### src/rtl/psa_pkg.sv
// psa_pkg: shared widths, codes and types of the pooled slot allocator
// no dependencies; used by the channel interfaces, the scan unit and the top level
`timescale 1ns / 1ps

package psa_pkg;

   // payload field widths
   localparam int FUNC_W   = 1;
   localparam int BIN_W    = 3;
   localparam int SLOT_W   = 6;
   localparam int STATUS_W = 2;
   localparam int CSR_W    = 7;

   // bitmap word geometry
   localparam int WORD_BITS  = 8;
   localparam int WORD_IDX_W = 3;

   // operation codes
   localparam logic [FUNC_W-1:0] FUNC_ALLOC = 1'b0;
   localparam logic [FUNC_W-1:0] FUNC_FREE  = 1'b1;

   // status codes
   localparam logic [STATUS_W-1:0] ST_OK   = 2'd0;
   localparam logic [STATUS_W-1:0] ST_FULL = 2'd1;
   localparam logic [STATUS_W-1:0] ST_BAD  = 2'd2;

   // slots_per_bin after reset
   localparam logic [CSR_W-1:0] SPB_RESET = 7'd64;

   typedef struct packed {
      logic                  found;
      logic [WORD_IDX_W-1:0] idx;
   } scan_result_type;

endpackage

### src/rtl/psa_channels.sv
// psa channel interfaces: request, response and register write channels
// depends on psa_pkg for field widths
`timescale 1ns / 1ps

interface psa_req_if;
   logic                        valid;
   logic                        ready;
   logic [psa_pkg::FUNC_W-1:0] func;
   logic [psa_pkg::BIN_W-1:0]  target_bin;
   logic [psa_pkg::SLOT_W-1:0] target_slot;

   modport source (output valid, func, target_bin, target_slot, input ready);
   modport sink   (input valid, func, target_bin, target_slot, output ready);
endinterface

interface psa_rsp_if;
   logic                          valid;
   logic                          ready;
   logic [psa_pkg::STATUS_W-1:0] status;
   logic [psa_pkg::BIN_W-1:0]    out_bin;
   logic [psa_pkg::SLOT_W-1:0]   out_slot;

   modport source (output valid, status, out_bin, out_slot, input ready);
   modport sink   (input valid, status, out_bin, out_slot, output ready);
endinterface

interface psa_csr_if;
   logic                       valid;
   logic                       ready;
   logic [psa_pkg::CSR_W-1:0] data;

   modport source (output valid, data, input ready);
   modport sink   (input valid, data, output ready);
endinterface

### src/rtl/psa_ram.sv
// psa_ram: generic single-write, single-read ram with registered read data
// no dependencies
`timescale 1ns / 1ps

module psa_ram #(
   parameter int WIDTH = 8,
   parameter int DEPTH = 64
) (
   input  logic                     clock,
   input  logic                     we,
   input  logic [$clog2(DEPTH)-1:0] waddr,
   input  logic [WIDTH-1:0]         wdata,
   input  logic                     re,
   input  logic [$clog2(DEPTH)-1:0] raddr,
   output logic [WIDTH-1:0]         rdata
);

   logic [WIDTH-1:0] mem_ff [DEPTH];
   logic [WIDTH-1:0] rdata_ff;

   always_ff @(posedge clock) begin
      if (we) begin
         mem_ff[waddr] <= wdata;
      end
      if (re) begin
         rdata_ff <= mem_ff[raddr];
      end
   end

   assign rdata = rdata_ff;

endmodule

### src/rtl/psa_scan.sv
// psa_scan: find-first-free over one bitmap word, limited to the bin size and hint
// depends on psa_pkg for the word geometry and the scan result type
`timescale 1ns / 1ps

module psa_scan #(
   parameter int SLW  = 6,
   parameter int NW   = 7,
   parameter int CMPW = 7
) (
   input  logic [psa_pkg::WORD_BITS-1:0]  word_data,
   input  logic [SLW-1:0]                 base,
   input  logic [NW-1:0]                  n_slots,
   input  logic [psa_pkg::WORD_IDX_W-1:0] lo_bit,
   output psa_pkg::scan_result_type       result
);

   logic [psa_pkg::WORD_BITS-1:0] avail;

   always_comb begin
      for (int i = 0; i < psa_pkg::WORD_BITS; i++) begin
         avail[i] = !word_data[i]
                    && (psa_pkg::WORD_IDX_W'(i) >= lo_bit)
                    && ((CMPW'(base) + CMPW'(i)) < CMPW'(n_slots));
      end
   end

   // lowest free bit wins
   always_comb begin
      result.found = 1'b0;
      result.idx   = '0;
      for (int i = psa_pkg::WORD_BITS - 1; i >= 0; i--) begin
         if (avail[i]) begin
            result.found = 1'b1;
            result.idx   = psa_pkg::WORD_IDX_W'(i);
         end
      end
   end

endmodule

### src/rtl/pooled_slot_allocator_unit.sv
// pooled_slot_allocator_unit: top level, sequencer over the slot bitmap ram
// depends on psa_pkg, psa_channels, psa_ram and psa_scan
`timescale 1ns / 1ps

// channel   dir  payload                                   transfer
// req_chan  in   func, target_bin, target_slot             valid && ready
// rsp_chan  out  status, out_bin, out_slot                 valid && ready
// csr_chan  in   data = slots_per_bin                      valid && ready
//
// at most one 8-bit bitmap word read or written per cycle; one item at a time.
// free: read the word, then check and clear the bit, then respond; out of range skips the read.
// allocate: read and scan the words from the hint on, moving on to the next bin; a hint
//   past the bin size skips that bin; with no free slot a new bin is opened, its words cleared.
// after reset a clearing pass writes every word of bin 0; req is not ready until it ends.
// a held response stalls only the final output step; req is ready again in the cycle after it.

module pooled_slot_allocator_unit #(
   parameter int NUM_BINS  = 8,
   parameter int MAX_SLOTS = 64
) (
   input logic      clock,
   input logic      reset,
   psa_req_if.sink  req_chan,
   psa_rsp_if.source rsp_chan,
   psa_csr_if.sink  csr_chan
);

   localparam int WPB       = (MAX_SLOTS + psa_pkg::WORD_BITS - 1) / psa_pkg::WORD_BITS;
   localparam int WW        = (WPB > 1) ? $clog2(WPB) : 1;
   localparam int SLW       = WW + psa_pkg::WORD_IDX_W;
   localparam int BW        = (NUM_BINS > 1) ? $clog2(NUM_BINS) : 1;
   localparam int OW        = $clog2(NUM_BINS + 1);
   localparam int NW        = $clog2(MAX_SLOTS + 1);
   localparam int CMPW      = (SLW + 1 > 7) ? SLW + 1 : 7;
   localparam int BCW       = (OW > psa_pkg::BIN_W) ? OW : psa_pkg::BIN_W;
   localparam int RAM_DEPTH = NUM_BINS << WW;
   localparam int RAM_AW    = $clog2(RAM_DEPTH);
   localparam logic [WW-1:0] LAST_WORD = WW'(WPB - 1);

   localparam logic [2:0] S_CLEAR     = 3'd0;
   localparam logic [2:0] S_IDLE      = 3'd1;
   localparam logic [2:0] S_FREE_RD   = 3'd2;
   localparam logic [2:0] S_FREE_CHK  = 3'd3;
   localparam logic [2:0] S_ALLOC_RD  = 3'd4;
   localparam logic [2:0] S_ALLOC_CHK = 3'd5;
   localparam logic [2:0] S_OPEN      = 3'd6;
   localparam logic [2:0] S_DONE      = 3'd7;

   // control state
   logic [2:0]                 state_ff, state_in;
   logic [OW-1:0]              bins_open_ff, bins_open_in;
   logic [BW-1:0]              hint_bin_ff, hint_bin_in;
   logic [SLW-1:0]             hint_slot_ff, hint_slot_in;
   logic [psa_pkg::CSR_W-1:0]  spb_ff, spb_in;
   logic [BW-1:0]              clr_bin_ff, clr_bin_in;
   logic [WW-1:0]              clr_word_ff, clr_word_in;
   logic                       clr_mark_ff, clr_mark_in;
   logic                       clr_boot_ff, clr_boot_in;
   logic                       rsp_valid_ff, rsp_valid_in;

   // payload
   logic [psa_pkg::FUNC_W-1:0]   op_func_ff, op_func_in;
   logic [psa_pkg::BIN_W-1:0]    op_bin_ff, op_bin_in;
   logic [psa_pkg::SLOT_W-1:0]   op_slot_ff, op_slot_in;
   logic [OW-1:0]                cur_bin_ff, cur_bin_in;
   logic [WW-1:0]                cur_word_ff, cur_word_in;
   logic                         first_ff, first_in;
   logic [psa_pkg::STATUS_W-1:0] res_status_ff, res_status_in;
   logic [psa_pkg::BIN_W-1:0]    res_bin_ff, res_bin_in;
   logic [psa_pkg::SLOT_W-1:0]   res_slot_ff, res_slot_in;
   logic [psa_pkg::STATUS_W-1:0] rsp_status_ff, rsp_status_in;
   logic [psa_pkg::BIN_W-1:0]    rsp_bin_ff, rsp_bin_in;
   logic [psa_pkg::SLOT_W-1:0]   rsp_slot_ff, rsp_slot_in;

   // datapath
   logic [NW-1:0]                  n_slots;
   logic [BW-1:0]                  free_bin;
   logic [SLW-1:0]                 free_slot;
   logic                           free_bad;
   logic [SLW-1:0]                 cur_base;
   logic [SLW-1:0]                 alloc_slot;
   logic [RAM_AW-1:0]              free_addr, cur_addr, clr_addr;
   logic                           ram_we, ram_re;
   logic [RAM_AW-1:0]              ram_waddr, ram_raddr;
   logic [psa_pkg::WORD_BITS-1:0]  ram_wdata, ram_rdata;
   logic [psa_pkg::WORD_IDX_W-1:0] lo_bit;
   psa_pkg::scan_result_type       scan;
   logic                           req_fire, rsp_fire, out_free;

   // effective bin size: zero acts as one, clamp to MAX_SLOTS
   always_comb begin
      if (spb_ff == '0) begin
         n_slots = NW'(1);
      end else if (CMPW'(spb_ff) > CMPW'(MAX_SLOTS)) begin
         n_slots = NW'(MAX_SLOTS);
      end else begin
         n_slots = NW'(spb_ff);
      end
   end

   assign free_bin  = BW'(op_bin_ff);
   assign free_slot = SLW'(op_slot_ff);
   assign free_bad  = (BCW'(op_bin_ff) >= BCW'(bins_open_ff))
                      || (CMPW'(op_slot_ff) >= CMPW'(n_slots));
   assign cur_base  = {cur_word_ff, psa_pkg::WORD_IDX_W'(0)};
   assign alloc_slot = {cur_word_ff, scan.idx};
   assign free_addr = RAM_AW'({free_bin, free_slot[SLW-1:psa_pkg::WORD_IDX_W]});
   assign cur_addr  = RAM_AW'({cur_bin_ff[BW-1:0], cur_word_ff});
   assign clr_addr  = RAM_AW'({clr_bin_ff, clr_word_ff});
   assign lo_bit    = first_ff ? hint_slot_ff[psa_pkg::WORD_IDX_W-1:0] : '0;

   assign req_fire = req_chan.valid && req_chan.ready;
   assign rsp_fire = rsp_chan.valid && rsp_chan.ready;
   assign out_free = !rsp_valid_ff || rsp_chan.ready;

   assign req_chan.ready = (state_ff == S_IDLE);
   assign csr_chan.ready = 1'b1;
   assign rsp_chan.valid    = rsp_valid_ff;
   assign rsp_chan.status   = rsp_status_ff;
   assign rsp_chan.out_bin  = rsp_bin_ff;
   assign rsp_chan.out_slot = rsp_slot_ff;

   psa_ram #(
      .WIDTH (psa_pkg::WORD_BITS),
      .DEPTH (RAM_DEPTH)
   ) u_bitmap (
      .clock (clock),
      .we    (ram_we),
      .waddr (ram_waddr),
      .wdata (ram_wdata),
      .re    (ram_re),
      .raddr (ram_raddr),
      .rdata (ram_rdata)
   );

   psa_scan #(
      .SLW  (SLW),
      .NW   (NW),
      .CMPW (CMPW)
   ) u_scan (
      .word_data (ram_rdata),
      .base      (cur_base),
      .n_slots   (n_slots),
      .lo_bit    (lo_bit),
      .result    (scan)
   );

   always_comb begin
      state_in      = state_ff;
      bins_open_in  = bins_open_ff;
      hint_bin_in   = hint_bin_ff;
      hint_slot_in  = hint_slot_ff;
      spb_in        = spb_ff;
      clr_bin_in    = clr_bin_ff;
      clr_word_in   = clr_word_ff;
      clr_mark_in   = clr_mark_ff;
      clr_boot_in   = clr_boot_ff;
      rsp_valid_in  = rsp_valid_ff;
      op_func_in    = op_func_ff;
      op_bin_in     = op_bin_ff;
      op_slot_in    = op_slot_ff;
      cur_bin_in    = cur_bin_ff;
      cur_word_in   = cur_word_ff;
      first_in      = first_ff;
      res_status_in = res_status_ff;
      res_bin_in    = res_bin_ff;
      res_slot_in   = res_slot_ff;
      rsp_status_in = rsp_status_ff;
      rsp_bin_in    = rsp_bin_ff;
      rsp_slot_in   = rsp_slot_ff;
      ram_we        = 1'b0;
      ram_waddr     = clr_addr;
      ram_wdata     = '0;
      ram_re        = 1'b0;
      ram_raddr     = cur_addr;

      if (csr_chan.valid && csr_chan.ready) begin
         spb_in = csr_chan.data;
      end
      if (rsp_fire) begin
         rsp_valid_in = 1'b0;
      end

      unique case (state_ff)
         S_CLEAR: begin
            ram_we    = 1'b1;
            ram_waddr = clr_addr;
            // a newly opened bin gets its slot 0 taken in the same sweep
            ram_wdata = psa_pkg::WORD_BITS'(clr_mark_ff && clr_word_ff == '0);
            clr_word_in = clr_word_ff + WW'(1);
            if (clr_word_ff == LAST_WORD) begin
               if (clr_boot_ff) begin
                  state_in = S_IDLE;
               end else begin
                  hint_bin_in   = clr_bin_ff;
                  hint_slot_in  = '0;
                  res_status_in = psa_pkg::ST_OK;
                  res_bin_in    = psa_pkg::BIN_W'(clr_bin_ff);
                  res_slot_in   = '0;
                  state_in      = S_DONE;
               end
            end
         end
         S_IDLE: begin
            if (req_fire) begin
               op_func_in  = req_chan.func;
               op_bin_in   = req_chan.target_bin;
               op_slot_in  = req_chan.target_slot;
               cur_bin_in  = OW'(hint_bin_ff);
               cur_word_in = hint_slot_ff[SLW-1:psa_pkg::WORD_IDX_W];
               first_in    = 1'b1;
               state_in    = (req_chan.func == psa_pkg::FUNC_FREE) ? S_FREE_RD : S_ALLOC_RD;
            end
         end
         S_FREE_RD: begin
            res_bin_in  = op_bin_ff;
            res_slot_in = op_slot_ff;
            if (free_bad) begin
               res_status_in = psa_pkg::ST_BAD;
               state_in      = S_DONE;
            end else begin
               ram_re    = 1'b1;
               ram_raddr = free_addr;
               state_in  = S_FREE_CHK;
            end
         end
         S_FREE_CHK: begin
            if (!ram_rdata[op_slot_ff[psa_pkg::WORD_IDX_W-1:0]]) begin
               res_status_in = psa_pkg::ST_BAD;
            end else begin
               ram_we    = 1'b1;
               ram_waddr = free_addr;
               ram_wdata = ram_rdata
                           & ~(psa_pkg::WORD_BITS'(1) << op_slot_ff[psa_pkg::WORD_IDX_W-1:0]);
               hint_bin_in   = free_bin;
               hint_slot_in  = free_slot;
               res_status_in = psa_pkg::ST_OK;
            end
            state_in = S_DONE;
         end
         S_ALLOC_RD: begin
            if (cur_bin_ff >= bins_open_ff) begin
               state_in = S_OPEN;
            end else if (CMPW'(cur_base) >= CMPW'(n_slots)) begin
               // hint lies past the bin size: nothing left in this bin
               cur_bin_in  = cur_bin_ff + OW'(1);
               cur_word_in = '0;
               first_in    = 1'b0;
            end else begin
               ram_re    = 1'b1;
               ram_raddr = cur_addr;
               state_in  = S_ALLOC_CHK;
            end
         end
         S_ALLOC_CHK: begin
            if (scan.found) begin
               ram_we        = 1'b1;
               ram_waddr     = cur_addr;
               ram_wdata     = ram_rdata | (psa_pkg::WORD_BITS'(1) << scan.idx);
               hint_bin_in   = cur_bin_ff[BW-1:0];
               hint_slot_in  = alloc_slot;
               res_status_in = psa_pkg::ST_OK;
               res_bin_in    = psa_pkg::BIN_W'(cur_bin_ff[BW-1:0]);
               res_slot_in   = psa_pkg::SLOT_W'(alloc_slot);
               state_in      = S_DONE;
            end else begin
               first_in = 1'b0;
               state_in = S_ALLOC_RD;
               if (CMPW'(cur_base) + CMPW'(psa_pkg::WORD_BITS) >= CMPW'(n_slots)) begin
                  cur_bin_in  = cur_bin_ff + OW'(1);
                  cur_word_in = '0;
               end else begin
                  cur_word_in = cur_word_ff + WW'(1);
               end
            end
         end
         S_OPEN: begin
            if (bins_open_ff == OW'(NUM_BINS)) begin
               res_status_in = psa_pkg::ST_FULL;
               res_bin_in    = '0;
               res_slot_in   = '0;
               state_in      = S_DONE;
            end else begin
               clr_bin_in   = bins_open_ff[BW-1:0];
               clr_word_in  = '0;
               clr_mark_in  = 1'b1;
               clr_boot_in  = 1'b0;
               bins_open_in = bins_open_ff + OW'(1);
               state_in     = S_CLEAR;
            end
         end
         S_DONE: begin
            if (out_free) begin
               rsp_valid_in  = 1'b1;
               rsp_status_in = res_status_ff;
               rsp_bin_in    = res_bin_ff;
               rsp_slot_in   = res_slot_ff;
               state_in      = S_IDLE;
            end
         end
         default: begin
            state_in = S_IDLE;
         end
      endcase
   end

   always_ff @(posedge clock) begin
      if (reset) begin
         state_ff     <= S_CLEAR;
         bins_open_ff <= OW'(1);
         hint_bin_ff  <= '0;
         hint_slot_ff <= '0;
         spb_ff       <= psa_pkg::SPB_RESET;
         clr_bin_ff   <= '0;
         clr_word_ff  <= '0;
         clr_mark_ff  <= 1'b0;
         clr_boot_ff  <= 1'b1;
         rsp_valid_ff <= 1'b0;
      end else begin
         state_ff     <= state_in;
         bins_open_ff <= bins_open_in;
         hint_bin_ff  <= hint_bin_in;
         hint_slot_ff <= hint_slot_in;
         spb_ff       <= spb_in;
         clr_bin_ff   <= clr_bin_in;
         clr_word_ff  <= clr_word_in;
         clr_mark_ff  <= clr_mark_in;
         clr_boot_ff  <= clr_boot_in;
         rsp_valid_ff <= rsp_valid_in;
      end
   end

   always_ff @(posedge clock) begin
      op_func_ff    <= op_func_in;
      op_bin_ff     <= op_bin_in;
      op_slot_ff    <= op_slot_in;
      cur_bin_ff    <= cur_bin_in;
      cur_word_ff   <= cur_word_in;
      first_ff      <= first_in;
      res_status_ff <= res_status_in;
      res_bin_ff    <= res_bin_in;
      res_slot_ff   <= res_slot_in;
      rsp_status_ff <= rsp_status_in;
      rsp_bin_ff    <= rsp_bin_in;
      rsp_slot_ff   <= rsp_slot_in;
   end

   // bins only open one at a time and never close outside reset
   assert property (@(posedge clock) disable iff (reset)
      (!$past(reset) && bins_open_ff != $past(bins_open_ff))
         |-> (bins_open_ff == $past(bins_open_ff) + OW'(1)))
      else $error("bins_open moved by other than one");

   assert property (@(posedge clock) disable iff (reset)
      (bins_open_ff != '0) && (bins_open_ff <= OW'(NUM_BINS)) && (OW'(hint_bin_ff) < bins_open_ff))
      else $error("open bin count or hint bin out of range");

   assert property (@(posedge clock) disable iff (reset)
      ram_we |-> (state_ff == S_CLEAR || state_ff == S_FREE_CHK || state_ff == S_ALLOC_CHK))
      else $error("bitmap write outside a write step");

   assert property (@(posedge clock) disable iff (reset)
      $rose(rsp_valid_ff) |-> ($past(state_ff) == S_DONE))
      else $error("response raised outside the output step");

   assert property (@(posedge clock) disable iff (reset)
      req_fire |=> (state_ff == S_FREE_RD || state_ff == S_ALLOC_RD))
      else $error("accepted request did not start a sequence");

endmodule
### src/flat_wrapper.sv
// flat-port wrapper written by rule: the top's interface ports become plain ports
module pooled_slot_allocator_unit_flat 
#(
   parameter int NUM_BINS  = 8,
   parameter int MAX_SLOTS = 64
)
  (clock, reset, req_chan_valid, req_chan_func, req_chan_target_bin, req_chan_target_slot, req_chan_ready, rsp_chan_valid, rsp_chan_status, rsp_chan_out_bin, rsp_chan_out_slot, rsp_chan_ready, csr_chan_valid, csr_chan_data, csr_chan_ready);
  psa_req_if req_chan_i ();
  psa_rsp_if rsp_chan_i ();
  psa_csr_if csr_chan_i ();
  input logic clock;
  input logic reset;
  input wire logic [$bits(req_chan_i.valid)-1:0] req_chan_valid;
  input wire logic [$bits(req_chan_i.func)-1:0] req_chan_func;
  input wire logic [$bits(req_chan_i.target_bin)-1:0] req_chan_target_bin;
  input wire logic [$bits(req_chan_i.target_slot)-1:0] req_chan_target_slot;
  output wire logic [$bits(req_chan_i.ready)-1:0] req_chan_ready;
  output wire logic [$bits(rsp_chan_i.valid)-1:0] rsp_chan_valid;
  output wire logic [$bits(rsp_chan_i.status)-1:0] rsp_chan_status;
  output wire logic [$bits(rsp_chan_i.out_bin)-1:0] rsp_chan_out_bin;
  output wire logic [$bits(rsp_chan_i.out_slot)-1:0] rsp_chan_out_slot;
  input wire logic [$bits(rsp_chan_i.ready)-1:0] rsp_chan_ready;
  input wire logic [$bits(csr_chan_i.valid)-1:0] csr_chan_valid;
  input wire logic [$bits(csr_chan_i.data)-1:0] csr_chan_data;
  output wire logic [$bits(csr_chan_i.ready)-1:0] csr_chan_ready;
  assign req_chan_i.valid = req_chan_valid;
  assign req_chan_i.func = req_chan_func;
  assign req_chan_i.target_bin = req_chan_target_bin;
  assign req_chan_i.target_slot = req_chan_target_slot;
  assign req_chan_ready = req_chan_i.ready;
  assign rsp_chan_valid = rsp_chan_i.valid;
  assign rsp_chan_status = rsp_chan_i.status;
  assign rsp_chan_out_bin = rsp_chan_i.out_bin;
  assign rsp_chan_out_slot = rsp_chan_i.out_slot;
  assign rsp_chan_i.ready = rsp_chan_ready;
  assign csr_chan_i.valid = csr_chan_valid;
  assign csr_chan_i.data = csr_chan_data;
  assign csr_chan_ready = csr_chan_i.ready;
  pooled_slot_allocator_unit #(.NUM_BINS(NUM_BINS), .MAX_SLOTS(MAX_SLOTS)) u_core (.clock(clock), .reset(reset), .req_chan(req_chan_i), .rsp_chan(rsp_chan_i), .csr_chan(csr_chan_i));
endmodule
### config.mk
export PLATFORM = sky130hd
export DESIGN_NAME = pooled_slot_allocator_unit_flat
export DESIGN_NICKNAME = d
export VERILOG_FILES = /design/src/rtl/psa_pkg.sv /design/src/rtl/psa_channels.sv /design/src/rtl/psa_ram.sv /design/src/rtl/psa_scan.sv /design/src/rtl/pooled_slot_allocator_unit.sv /design/src/flat_wrapper.sv
export SDC_FILE = /design/constraint.sdc
export NUM_CORES = 1
export LEC_CHECK = 0
export ABC_AREA = 1
export ABC_CLOCK_PERIOD_IN_PS = 5700
export CAP_MARGIN = 20
export CORE_ASPECT_RATIO = 1.5
export CORE_UTILIZATION = 44
export CTS_CLUSTER_SIZE = 24
export DETAILED_ROUTE_END_ITERATION = 10
export DONT_BUFFER_PORTS = 1
export SETUP_SLACK_MARGIN = 0.3
export SLEW_MARGIN = 20
export SYNTH_ARGS = -nofsm -noshare
export SYNTH_HDL_FRONTEND = slang
export SYNTH_HIERARCHICAL = 1
export SYNTH_SLANG_ARGS = --single-unit
### constraint.sdc
create_clock -name clock -period 5.7 [get_ports clock]
set_input_delay 0.57 -clock clock [delete_from_list [all_inputs] [get_ports clock]]
set_output_delay 0.57 -clock clock [all_outputs]
set_load 0.05 [all_outputs]
; ---- Word-level counts from Yosys, hierarchy flattened
; Memory sizes are Yosys's and may differ from the RTL's. A register that Yosys moved wholly into a read port is not among the register bits.
; Index checks and enable logic that the tools add are counted.
[word_totals]
reg_bits = 71
mem_bits_rw = 512
input_bits = 22
out_inout_bits = 14
word_cells = 218
n_memories = 1
[op_classes]
n_addsub = 12
magnitude_cmp = 23
eq_ne = 23
n_shift = 2
muxes = 84
n_bitwise = 4
reduce_logical = 48
[mem_list]
columns = name, words, word_bits, read_ports, rd_clocked_by_memory_dff, wr, line_no
row1 = u_core.u_bitmap.mem_ff, 64, 8, 1, 1, 1, psa_ram.sv:18  ; logic [WIDTH-1:0] mem_ff [DEPTH];
[op_table]
columns = op, count
row1 = 2-to-1 mux 3 bit, 21
row2 = 2-to-1 mux 6 bit, 9
row3 = 2-to-1 mux 4 bit, 13
row4 = less-than comparator 7 bit, 7
row5 = adder 6 x 3 -> 7 bit (second input constant), 4
row6 = one-hot mux 3 bit (8 select lines), 1
row7 = one-hot mux 6 bit (4 select lines), 1
row8 = one-hot mux 8 bit (3 select lines), 1
row9 = logical AND 1 bit, 19
row10 = one-hot mux 3 bit (3 select lines), 2
row11 = one-hot mux 6 bit (3 select lines), 1
row12 = 2-to-1 mux 8 bit, 2
row13 = != test 2 x 1 -> 1 bit (second input constant), 8
row14 = left shift 1 x 3 -> 8 bit (first input constant), 2
row15 = equality test 3 bit (second input constant), 5
row16 = 2-to-1 mux 1 bit, 15
row17 = AND reduction 5 bit, 3
row18 = adder 6 x 2 -> 7 bit (second input constant), 2
row19 = greater-or-equal comparator 6 x 7 -> 1 bit, 2
row20 = 2-to-1 mux 2 bit, 7
row21 = 2-to-1 mux 7 bit, 2
row22 = greater-or-equal comparator 3 bit (first input constant), 4
row23 = one-hot mux 3 bit (4 select lines), 1
row24 = one-hot mux 4 bit (3 select lines), 1
row25 = other kinds (38), 63

; ---- Depth between registers and ports, before layout
[logic_depth]
depth_word = 17
mapped_depth = 28
depth_no_buf = 25

; ---- By module
; Netlist, hierarchy kept.
[modules_own_cells]
columns = module, instances, cells_each, area_per_inst_um2, seq_area_each_um2
row1 = psa_ram, 1, 1802, 21334.2, 15615.0
row2 = pooled_slot_allocator_unit, 1, 548, 4172.8, 1811.7
row3 = psa_scan, 1, 265, 1744.2, 0.0

; ---- Worst setup path before layout
; Ideal clock, no wire load.
[synth_path]
path_type = register to register
startpoint = reg u_core/spb_ff[1] (netlist bit)
endpoint = mem u_core.u_bitmap.mem_ff[0][4], data pin
setup_ns = 0.701
arrival_ns = 4.859
t_required_ns = 4.999
path_slack_ns = 0.140
path_stages_with_launch = 22
n_path_buf = 0
synth_period_minus_slack_ns = 5.560
cell_sequence = dfxtp_1 -> inv_1 -> nand2_1 -> o41ai_1 -> nand2_1 -> inv_1 -> inv_1 -> ha_1 -> inv_1 -> nor2_1 -> nand2_1 -> nor2_1 -> nor2_2 -> nand2_1 -> nand2_1 -> nand2_1 -> nand2_1 -> nand2_1 -> a21oi_2 -> nor2_1 -> a21oi_1 -> o21ai_0
[synth_rtl]
columns = item, line_no
row1 = "start, declared", pooled_slot_allocator_unit.sv:54  ; logic [psa_pkg::CSR_W-1:0] spb_ff, spb_in;
row2 = "start signal, assigned", pooled_slot_allocator_unit.sv:313  ; spb_ff <= psa_pkg::SPB_RESET;
row3 = "start signal, assigned", pooled_slot_allocator_unit.sv:324  ; spb_ff <= spb_in;
row4 = "end, declared", psa_ram.sv:18

==> impl_metrics.toml <==
[hold_path]
whs_path_depth = 0
hold_class = "in -> reg"
min_to = "u_core/free_bin[2]"
hold_start = "req_chan_target_bin[2]"

[flow_run]
drv_cap = 0

[synthesis]
yosys_register_bits = 591
seq_area_frac_synth_pct = 63.9
yosys_warnings = 6
synth_cell_types = 57
syn_area_mm2 = 0.0273
synthCells = 2615
synth_edf_count = 559
yosys_most_used_dff = "edfxtp_1"
syn_area_per_cell_um2 = 10.4
synthArstFlopShare_pct = 0

[clock_network]
path_clk_slew_ns = 0.06
cts_root_buffer = "clkbuf_16"
cts_buffers = 53
tritoncts = "yes"
clock-sinks = 591
clk_path_buf_depth = 3
clock_latency_ns = 0.62
cts_max_level = 2
cts_setup_buffers = 0

[global_route]
grt_max_degree = 155
overflow = 0
globalRouteTotalUtil_pct = 23.9
grt_pass1_wl_mm = 112
first_global_vias = 19044
antenna_found_initial = 0

[placement]
portBuffers = 0
routabilityCongestion = 0.935
dp_slack_ns = 0.296
dp_hpwl_mm = 47.3

[setup_path]
worstPathRequired_ns = 5.95
endpoint_kind = "register"
cp_max_fo = 8
crit_arrival_ns = 5.32
timing.rr.end = "u_core/u_bitmap/mem_ff[58][4]"
worstSetupStartpointType = "register"
reg2reg_from = "u_core/spb_ff[1]"
r2r_cells = 21
worstSetupPathType = "reg -> reg"
r2r_slack_ns = 0.63

[timing]
setup_tns_ns = 0
period_share_pct = 89.0
hold_violations = 0
rsz0062_at_grt = "yes"
period_needed_ns = 5.07
finalClockSkew_ns = 0.0140
tightest_slew_ns = 1.01
fmax_ghz = 0.197
finalSetupViolations = 0
fin_ws_ns = 0.627
relSlewSlack_pct = 32.1
drv_slew = 0

[power_and_ir_drop]
leakage_nw = 11.6
peakVddDrop_mv = 0.388
p_per_area_mw_per_mm2 = 488

[die]
dieArea_mm2 = 0.0630
start_util_pct = 44.6
io_pins = 36
num_rows = 111
die_w_um = 205
die_h_um = 307
core_mm2 = 0.0611

[drt]
ant_nets = 0
route.detailed.drc = 0
wire_per_inst_um = 21.1
via_per_inst = 5.44
wirelength_mm = 74.0
drt-initial-drc-count = 1572
firstDrtPassIters = 5
num_vias = 19038

[final_layout]
drive_gt1_share_pct = 8.59
fillers = 5515
syn_to_final_growth_pct = 11.1
post-route-util_pct = 49.5
diodes = 0
fin_nets = 2772

[status]
run_status = "completed"
## kinds of logic (layout without fill, tap and decap cells)
kind of cell	Yosys count	count (layout)	share of synthesized area (%)
and+or+nand+nor	1501	1501	23.5
AOI/OAI and AO/OA	157	157	3.33
DFF	591	591	63.9
buffers and inverters	265	342	4.94
adders and majority gates	79	79	3.63
muxes	1	1	0.0367
xor gates and xnor gates	19	19	0.611
other	2	21	0.0276
## cell usage after synthesis, types with 2 or more instances
library cell    n  area, µm²
a21o_1          2       15.0
a31oi_1         3       18.8
o22ai_1        13       81.3
conb_1          2       7.51
clkinv_1        6       22.5
nand4_1        19        119
nor2_2          3       18.8
nor3_1         10       50.1
ha_1           79        988
o211ai_1        2       15.0
nand3b_1        2       15.0
o21ai_0        55        275
a21oi_1        59        295
xnor2_1         4       35.0
buf_8           2       30.0
buf_4          20        150
buf_6          25        282
clkbuf_1       17       63.8
nor2_1        144        541
nand2_2         3       18.8
nand3_2         3       30.0
inv_1         131        492
a21oi_2         2       17.5
inv_2           6       22.5
nand2_1       829       3110
nand3_1       481       2410
xor2_1         15        131
dfxtp_1        32        641
o21bai_1        3       22.5
o21a_1          4       30.0
buf_1           9       33.8
edfxtp_1      559      16800
buf_2          47        235
## metal layers
layer | up-vias | part of all wire [%] | track usage (%)
met5 | - | 0 | 0
met2 | 619 | 53 | 44.3
met4 | 0 | 5.4 | 12.4
met1 | 9127 | 36 | 26.4
met3 | 187 | 4.9 | 2.94
li1 | 9105 | - | -
## worst max-delay path, stage by stage, from the launching register on
cell and delay (ns):
dfxtp_1 0.32, inv_1 0.10, nand2_1 0.08, o41ai_1 0.42, nand2_1 0.22, inv_1 0.10, inv_1 0.17, ha_1 0.37
a21oi_1 0.13, a2bb2oi_1 0.18, nand3_1 0.14, nand3_1 0.12, nand3b_1 0.20, inv_1 0.06, nand2_1 0.11, nand2_1 0.11
a211oi_4 0.18, nand2_1 0.14, o21ai_0 0.56, nand4_1 0.18, buf_4 0.24, nor2_1 0.57
## worst max-delay path by stage
stage                     cells after the start                             to        startpoint  slack [ns]
after floorplan                              16   u_core/u_bitmap/mem_ff[0][3]  u_core/spb_ff[1]        1.08
after global placement                       24  u_core/u_bitmap/mem_ff[46][4]  u_core/spb_ff[1]        0.46
after detailed placement                     24  u_core/u_bitmap/mem_ff[46][4]  u_core/spb_ff[1]        0.30
after CTS                                    24  u_core/u_bitmap/mem_ff[46][0]  u_core/spb_ff[1]        0.45
after global routing                         24   u_core/u_bitmap/mem_ff[7][5]  u_core/spb_ff[1]        0.23
final                                        21  u_core/u_bitmap/mem_ff[58][4]  u_core/spb_ff[1]        0.63
## placed cells by master (no fill, tap or decap), drive strengths merged, types with 13 or more instances in the layout
cell type  netlist  routed
xor2            15      15
edfxtp         559     559
nand4           21      21
nand3          485     485
a21oi           61      61
inv            138     140
nand2          833     833
ha              79      79
conb             2      21
o21ai           57      57
clkinv           7      30
clkbuf          17      59
o22ai           13      13
nor2           148     148
buf            103     101
dfxtp           32      32
## report_power, final
group	internal (mW)	total, mW	switching [mW]
sequential	5.14	5.32	0.185
combinational	1.68	5.81	4.13
clock	2.03	3.63	1.60
total	8.85	14.8	5.91
## layout make-up
| class | count | area, µm² | share of cell area (%) |
|---|---|---|---|
| Inverter | 145 | 553 | 1.83 |
| Clock inverter | 36 | 352 | 1.16 |
| Multi-Input combinational cell | 1778 | 8680 | 28.7 |
| Tap cell | 791 | 990 | 3.27 |
| Timing Repair Buffer | 102 | 868 | 2.87 |
| Clock buffer | 59 | 1390 | 4.60 |
| Sequential cell | 591 | 17400 | 57.6 |
## what timing repair did
action / in CTS / in global routing
setup endpoints to repair: 8 / 128
gates resized for setup: 1 / 7
hold endpoints to repair: 3 / 0
hold buffers: 1 / 0
## registers in the layout, indices dropped and copies added (netlist names), 2 cells and up
register                  count
u_core/rsp_chan.status        2
u_core/hint_bin_ff            3
u_core/res_slot_ff            6
u_core/state_ff               3
u_core/hint_slot_ff           6
u_core/bins_open_ff           4
u_core/free_bin               3
u_core/u_bitmap/rdata         8
u_core/res_bin_ff             3
u_core/cur_word_ff            3
u_core/res_status_ff          2
u_core/rsp_chan.out_slot      6
u_core/free_slot              6
u_core/cur_bin_ff             4
u_core/u_bitmap/mem_ff      512
u_core/spb_ff                 7
u_core/clr_word_ff            3
u_core/clr_bin_ff             3
u_core/rsp_chan.out_bin       3
## stage by stage
step	total power, mW	std cells	cell area [µm²]	hold WS [ns]
2_1_floorplan	9.45	2634	27300	0.400
3_3_place_gp	11.1	3406	28500	0.401
3_5_place_dp	11.2	3406	28500	0.405
4_1_cts	14.8	3502	30200	0.0145
5_1_grt	15.6	3502	30300	0.0137
6_report	14.8	3502	30300	0.0499
Power figures use the tool's default switching activity.
